`config.mk`:
```
export PLATFORM = sky130hd
export DESIGN_NAME = xdfd_parser
export DESIGN_NICKNAME = d
export VERILOG_FILES = /design/src/hw/rtl/xdfd_pkg.sv /design/src/hw/rtl/xdfd_parser.sv
export SDC_FILE = /design/constraint.sdc
export NUM_CORES = 1
export LEC_CHECK = 0
export ABC_CLOCK_PERIOD_IN_PS = 5600
export BUFFER_PORTS_ARGS = -buffer_cell sky130_fd_sc_hd__buf_2
export CORE_UTILIZATION = 35
export CTS_BUF_LIST = sky130_fd_sc_hd__clkbuf_4 sky130_fd_sc_hd__clkbuf_8
export CTS_CLUSTER_SIZE = 8
export DETAILED_ROUTE_END_ITERATION = 12
export PLACE_DENSITY = 0.63
export SLEW_MARGIN = 5
export SYNTH_ARGS = -nofsm -noshare
export SYNTH_HDL_FRONTEND = slang
export SYNTH_SLANG_ARGS = --single-unit
```
`constraint.sdc`:
```
create_clock -name clk -period 5.6 [get_ports clk]
set_input_delay 1.12 -clock clk [delete_from_list [all_inputs] [get_ports clk]]
set_output_delay 1.12 -clock clk [all_outputs]
set_load 0.005 [all_outputs]
```
`src/hw/rtl/xdfd_pkg.sv`:
```
// ----------------------------------------------------------------------------
// xdfd_pkg
// Shared types and constants of the XOR delta frame decoder.
// ----------------------------------------------------------------------------
package xdfd_pkg;

  localparam int STORE_DEPTH = 8192;
  localparam int ADDR_W      = $clog2(STORE_DEPTH);

  localparam int FRAME_W = 14;
  localparam int COUNT_W = 7;

  localparam logic [FRAME_W-1:0] FRAME_BYTES_RESET = 14'd1024;
  localparam logic [FRAME_W-1:0] OFFSET_MAX        = 14'h3FFF;
  localparam logic [7:0]         CTRL_SKIP         = 8'h80;
  localparam logic [7:0]         CTRL_COUNT        = 8'h7F;

  localparam logic [1:0] KIND_DELTA = 2'd0;
  localparam logic [1:0] KIND_CLEAR = 2'd1;
  localparam logic [1:0] KIND_READ  = 2'd2;

  typedef struct packed {
    logic [1:0]  kind;
    logic [7:0]  data_byte;
    logic        last_byte;
    logic [12:0] address;
  } in_item_t;

  typedef struct packed {
    logic [7:0] read_data;
    logic       frame_done;
    logic       frame_truncated;
  } out_item_t;

  // Decision of the stream parser for the byte being completed.
  typedef struct packed {
    logic lit_write;
    logic done;
    logic truncated;
  } parse_t;

endpackage

```
`src/hw/rtl/xdfd_parser.sv`:
```
// ----------------------------------------------------------------------------
// xdfd_parser
// Run-length delta stream parser: keeps the running offset and run state.
// ----------------------------------------------------------------------------
module xdfd_parser import xdfd_pkg::*; (
  input  logic               clk,
  input  logic               rst,
  input  logic               step,
  input  logic [7:0]         data_byte,
  input  logic               last_byte,
  input  logic [FRAME_W-1:0] frame_bytes,
  output logic [FRAME_W-1:0] offset,
  output parse_t             ctl
);

  logic [COUNT_W-1:0] literals_left;
  logic               discarding;
  logic               truncated_flag;

  logic [FRAME_W-1:0] offset_next;
  logic [COUNT_W-1:0] literals_left_next;
  logic               discarding_next;
  logic               truncated_flag_next;

  logic [FRAME_W:0]   adv_sum;
  logic [FRAME_W:0]   run_end;
  logic [COUNT_W-1:0] adv_n;

  always_comb begin
    offset_next         = offset;
    literals_left_next  = literals_left;
    discarding_next     = discarding;
    truncated_flag_next = truncated_flag;
    ctl                 = '0;

    adv_n   = (literals_left != '0) ? COUNT_W'(1) : data_byte[COUNT_W-1:0];
    adv_sum = {1'b0, offset} + {{(FRAME_W+1-COUNT_W){1'b0}}, adv_n};
    run_end = {1'b0, offset} + {{(FRAME_W+1-8){1'b0}}, data_byte};

    priority if (discarding) begin
    end else if (literals_left != '0) begin
      ctl.lit_write      = (32'(offset) < STORE_DEPTH);
      offset_next        = adv_sum[FRAME_W] ? OFFSET_MAX : adv_sum[FRAME_W-1:0];
      literals_left_next = literals_left - COUNT_W'(1);
    end else if ((data_byte & CTRL_SKIP) != '0) begin
      offset_next = adv_sum[FRAME_W] ? OFFSET_MAX : adv_sum[FRAME_W-1:0];
    end else if (run_end > {1'b0, frame_bytes}) begin
      discarding_next     = 1'b1;
      truncated_flag_next = 1'b1;
    end else begin
      literals_left_next = data_byte[COUNT_W-1:0];
    end

    if (last_byte) begin
      ctl.done            = 1'b1;
      ctl.truncated       = truncated_flag_next;
      offset_next         = '0;
      literals_left_next  = '0;
      discarding_next     = 1'b0;
      truncated_flag_next = 1'b0;
    end
  end

  always_ff @(posedge clk) begin
    if (rst) begin
      offset         <= '0;
      literals_left  <= '0;
      discarding     <= 1'b0;
      truncated_flag <= 1'b0;
    end else if (step) begin
      offset         <= offset_next;
      literals_left  <= literals_left_next;
      discarding     <= discarding_next;
      truncated_flag <= truncated_flag_next;
    end
  end

endmodule

```
Word-level counts from Yosys, hierarchy flattened

Cells that the tools add are included.

Add/sub/neg operators: 3
Order comparisons: 2
Eq/ne operators: 3
Mux-type cells: 24
Reductions and logical operators: 4

Operators by type and width:

| kind                                                                | count |
|---|---|
| 14-bit two-way mux                                                  | 5 |
| 7-bit two-way mux                                                   | 6 |
| 14-bit by 7-bit adder with 15-bit output                            | 1 |
| 14-bit by 8-bit adder with 15-bit output                            | 1 |
| 15-bit by 14-bit greater-than comparator with 1-bit output          | 1 |
| 14-bit less-than comparator (second input constant)                 | 1 |
| 1-bit two-way mux                                                   | 12 |
| 7-bit nonzero test                                                  | 1 |
| 7-bit by 1-bit subtractor with 7-bit output (second input constant) | 1 |
| 4-bit AND reduction                                                 | 1 |
| 3-bit by 1-bit != test with 1-bit output (second input constant)    | 1 |
| 3-bit != test (second input constant)                               | 1 |
| 3-bit AND reduction                                                 | 1 |
| 3-bit nonzero test                                                  | 1 |
| 2-bit two-way mux                                                   | 1 |
| 2-bit != test (second input constant)                               | 1 |

Bits in registers: 23
Bits of input ports: 26
Output and inout bits: 17
Word-level logic and storage cells: 40

Logic depth before layout (Yosys ltp)

Depth after elaboration: 8
Gate-level depth with buffers: 18

Worst setup path after synthesis

OpenSTA, ideal clock, no wires.

Path type: input-to-output
Start point: input data_byte[0]
End point: output ctl[0] (netlist name)
Arrival: 4.243 ns
Data required time: 4.480 ns
Path slack: 0.237 ns
Stages: 18
Path buffers: 0
Cell sequence: ha_1 inv_1 fa_1 nor2b_1 o31a_1 o21ai_0 a21boi_0 o21a_1 o211ai_1 xnor2_1 ha_1 a21o_1 a211oi_1 nand2_1 o211ai_1 o41a_1 nor4_1 o21a_1

RTL lines:

| element            | line              | source |
|---|---|---|
| start: declaration | xdfd_parser.sv:9  | `input logic [7:0] data_byte,` |
| end: declaration   | xdfd_parser.sv:13 | `output parse_t ctl` |

==> impl_metrics.env <==
export IMPL_status="complete, no violations"
export IMPL_rows=29
export IMPL_hold_viol=0
export IMPL_antenna_found_initial=0
export IMPL_hp_class="reg -> reg"
export IMPL_vias=2422
export IMPL_ff2ff_setup_slack_ns=1.39
export IMPL_crit_arrival_ns=4.48
export IMPL_grt_pass1_vias=2274
export IMPL_nNetsFinal=432
export IMPL_crit_fanout=2
export IMPL_clock_skew_ns=0.00547
export IMPL_path_class="in -> out"
export IMPL_final_min_clock_period_ns=5.60
export IMPL_p_total_mw=0.782
export IMPL_numCtsBuffers=3
export IMPL_grt_pass1_wl_um=10700
export IMPL_cts_sinks=23
export IMPL_antenna_diode_count=0
export IMPL_cts_buffer_depth=2
export IMPL_async_flop_share=0
export IMPL_peakVddDrop_mv=0.267
export IMPL_io_pins=43
export IMPL_p_leak_nw=1.45
export IMPL_holdPathStages=1
export IMPL_reg2reg_from="offset[0]"
export IMPL_rr_worst_depth=20
export IMPL_tightest_slew_ns=0.659
export IMPL_cts_clk_slew_worst_paths_ns=0.08
export IMPL_cts_tree="done"
export IMPL_cts_max_level=1
export IMPL_cp_end_kind="output port"
export IMPL_grt_total_usage=0.184
export IMPL_syn_area_um2=2400
export IMPL_hpwl_um=5100
export IMPL_synth_edff_count=0
export IMPL_portBuffers=42
export IMPL_initial_core_util=0.369
export IMPL_drt_wirelength_per_cell_um=14.5
export IMPL_grt_overflow_total=0
export IMPL_power_density_nw_per_um2=264
export IMPL_syn_inst=311
export IMPL_die_area_um2=7180
export IMPL_slew_headroom=0.560
export IMPL_synth_nets=369
export IMPL_yosysWarnings=0
export IMPL_required_ns=4.48
export IMPL_grt_setup_unrepaired="true"
export IMPL_cts_root_buf="clkbuf_8"
export IMPL_grtUsageMet3=0.0187
export IMPL_grt_util_met2=0.314
export IMPL_drcViolationCount=0
export IMPL_holdPathEnd="truncated_flag"
export IMPL_gp_congestion=0.886
export IMPL_post_route_period_util=1.00
export IMPL_core_area_um2=6490
export IMPL_die_w_um=84.7
export IMPL_drt_iter0_drc=191
export IMPL_synth_cell_type_count=55
export IMPL_maxCapViolCount=0
export IMPL_drtPass1Iterations=9
export IMPL_clock_latency_ns=0.27
export IMPL_top_usage_layer="met2"
export IMPL_slew_viol_final=0
export IMPL_syn_to_final_growth_pct=23.8
export IMPL_seq_area_frac_synth=0.192
export IMPL_max_freq_ghz=0.179
export IMPL_avgSynthCellArea_um2=7.70
export IMPL_holdBufCountCts=0
export IMPL_grt_max_degree=18
export IMPL_cp_start_kind="input port"
export IMPL_r2r_end="literals_left[5]"
export IMPL_gr_usage_met1=0.249
export IMPL_drt_wl_total_um=6510
export IMPL_finalSetupViolations=0
export IMPL_drive_above_1_share=0.241
export IMPL_routed_via_density=5.38
export IMPL_worstHoldStart="truncated_flag"
export IMPL_die_h_um=84.7
export IMPL_antenna_left=0
export IMPL_worst_hold_slack_ns=0.476
export IMPL_synth_ff_type="dfxtp_1"
export IMPL_synth_seq_cells=23
-- how the worst max path moves through the flow --
stage	endpoint	cells after the start	slack, ns	from
after detailed placement	ctl[0]	20	-0.25	data_byte[0]
after global routing	ctl[0]	20	-0.16	data_byte[0]
final	ctl[0]	20	0.0009	data_byte[0]
after floorplan	ctl[0]	18	0.24	data_byte[0]
after CTS	ctl[0]	21	-0.002	data_byte[0]
after global placement	ctl[0]	20	-0.11	data_byte[0]
-- cells in the mapped netlist, types with 3 or more instances --
master / n / area (um^2)
nand2_1: 24 / 90.1
o21a_1: 9 / 67.6
nand2b_1: 7 / 43.8
nor3_1: 10 / 50.1
a21oi_1: 20 / 100
a211oi_1: 3 / 22.5
a22o_1: 3 / 26.3
xor2_1: 3 / 26.3
nand4_1: 4 / 25.0
nor2b_1: 4 / 25.0
nand3_1: 6 / 30.0
o21ai_0: 20 / 100
and2_1: 5 / 31.3
a22oi_1: 3 / 22.5
a21o_1: 7 / 52.6
o211ai_1: 4 / 30.0
nor2_1: 25 / 93.8
inv_1: 31 / 116
dfxtp_1: 23 / 460
ha_1: 30 / 375
xnor2_1: 13 / 114
a31oi_1: 6 / 37.5
nor4_1: 3 / 18.8
or3_1: 4 / 25.0
-- worst max-delay path: stages --
cell and delay (ns):
buf_8 0.08, ha_4 0.12, inv_2 0.03, fa_2 0.34
nor2b_2 0.14, o31a_1 0.17, o21ai_2 0.07, a21boi_2 0.16
o21a_1 0.16, o211ai_1 0.11, xnor2_1 0.16, ha_1 0.31
a21o_1 0.21, a211oi_2 0.26, nand2_1 0.08, o211ai_1 0.35
o41a_1 0.25, nor4_1 0.05, o21a_1 0.18, buf_2 0.12
-- layer usage --
metal / part of all wire / vias to the layer above
li1: - / 1252
met1: 0.48 / 1116
met2: 0.49 / 51
met3: 0.033 / 3
met4: 0.0041 / 0
met5: 0 / -
-- cell families after synthesis --
| logic type | synth area share |
|---|---|
| buffers and inverters | 0.0642 |
| AO/OA/AOI/OAI | 0.288 |
| XOR/XNOR | 0.0585 |
| flip-flops | 0.192 |
| adder cells (fa/ha/maj) | 0.173 |
| AND/OR/NAND/NOR | 0.224 |
-- metrics by stage --
| step | cell area, um^2 | setup WS [ns] | TNS (ns) | util | instances |
|---|---|---|---|---|---|
| floorplan | 2400 | 0.237 | 0 | - | 311 |
| global route | 2970 | -0.157 | -0.157 | 0.457 | 450 |
| CTS | 2930 | -0.00224 | -0.00224 | 0.451 | 446 |
| detailed placement | 2760 | -0.253 | -0.253 | 0.425 | 436 |
| finish | 2970 | 0.000907 | 0 | 0.457 | 450 |
| global placement | 2760 | -0.114 | -0.114 | 0.425 | 436 |
-- report_power, final --
part | switching [mW] | internal, mW | leakage (nW)
combinational | 0.256 | 0.211 | 1.24
clock | 0.0563 | 0.0558 | 0.0262
sequential | 0.0203 | 0.182 | 0.186
total | 0.333 | 0.449 | 1.45
-- registers in the layout (all words and copies together) (netlist names) --
signal / cells
discarding: 1
truncated_flag: 1
literals_left: 7
offset: 14
-- placed cells by master (no fill, tap or decap), types with 4 or more instances in the layout --
cell type	n
a21o_1	7
a21oi_1	18
a31oi_1	6
and2_1	5
buf_2	41
buf_4	22
dfxtp_1	23
ha_1	28
inv_1	30
nand2_1	24
nand2b_1	7
nand3_1	6
nand4_1	4
nor2_1	24
nor3_1	10
o211ai_1	4
o21a_1	9
o21ai_0	19
or3_1	4
xnor2_1	12
-- timing repair --
action,4_1_cts,5_1_grt
setup buffers,7,4
endpoints found under the setup margin,1,1
endpoints found under the hold margin,0,0
pin swaps,20,13
resized for setup,18,2
-- cell type report --
| type | count | area (um^2) |
|---|---|---|
| fillers | 641 | 3530 |
| multi-input cells | 250 | 1850 |
| inverters | 31 | 116 |
| well taps | 77 | 96.3 |
| flip-flops and latches | 23 | 460 |
| clock buffers | 4 | 48.8 |
| repair buffers | 65 | 397 |
(Power assumes the default switching activity.)
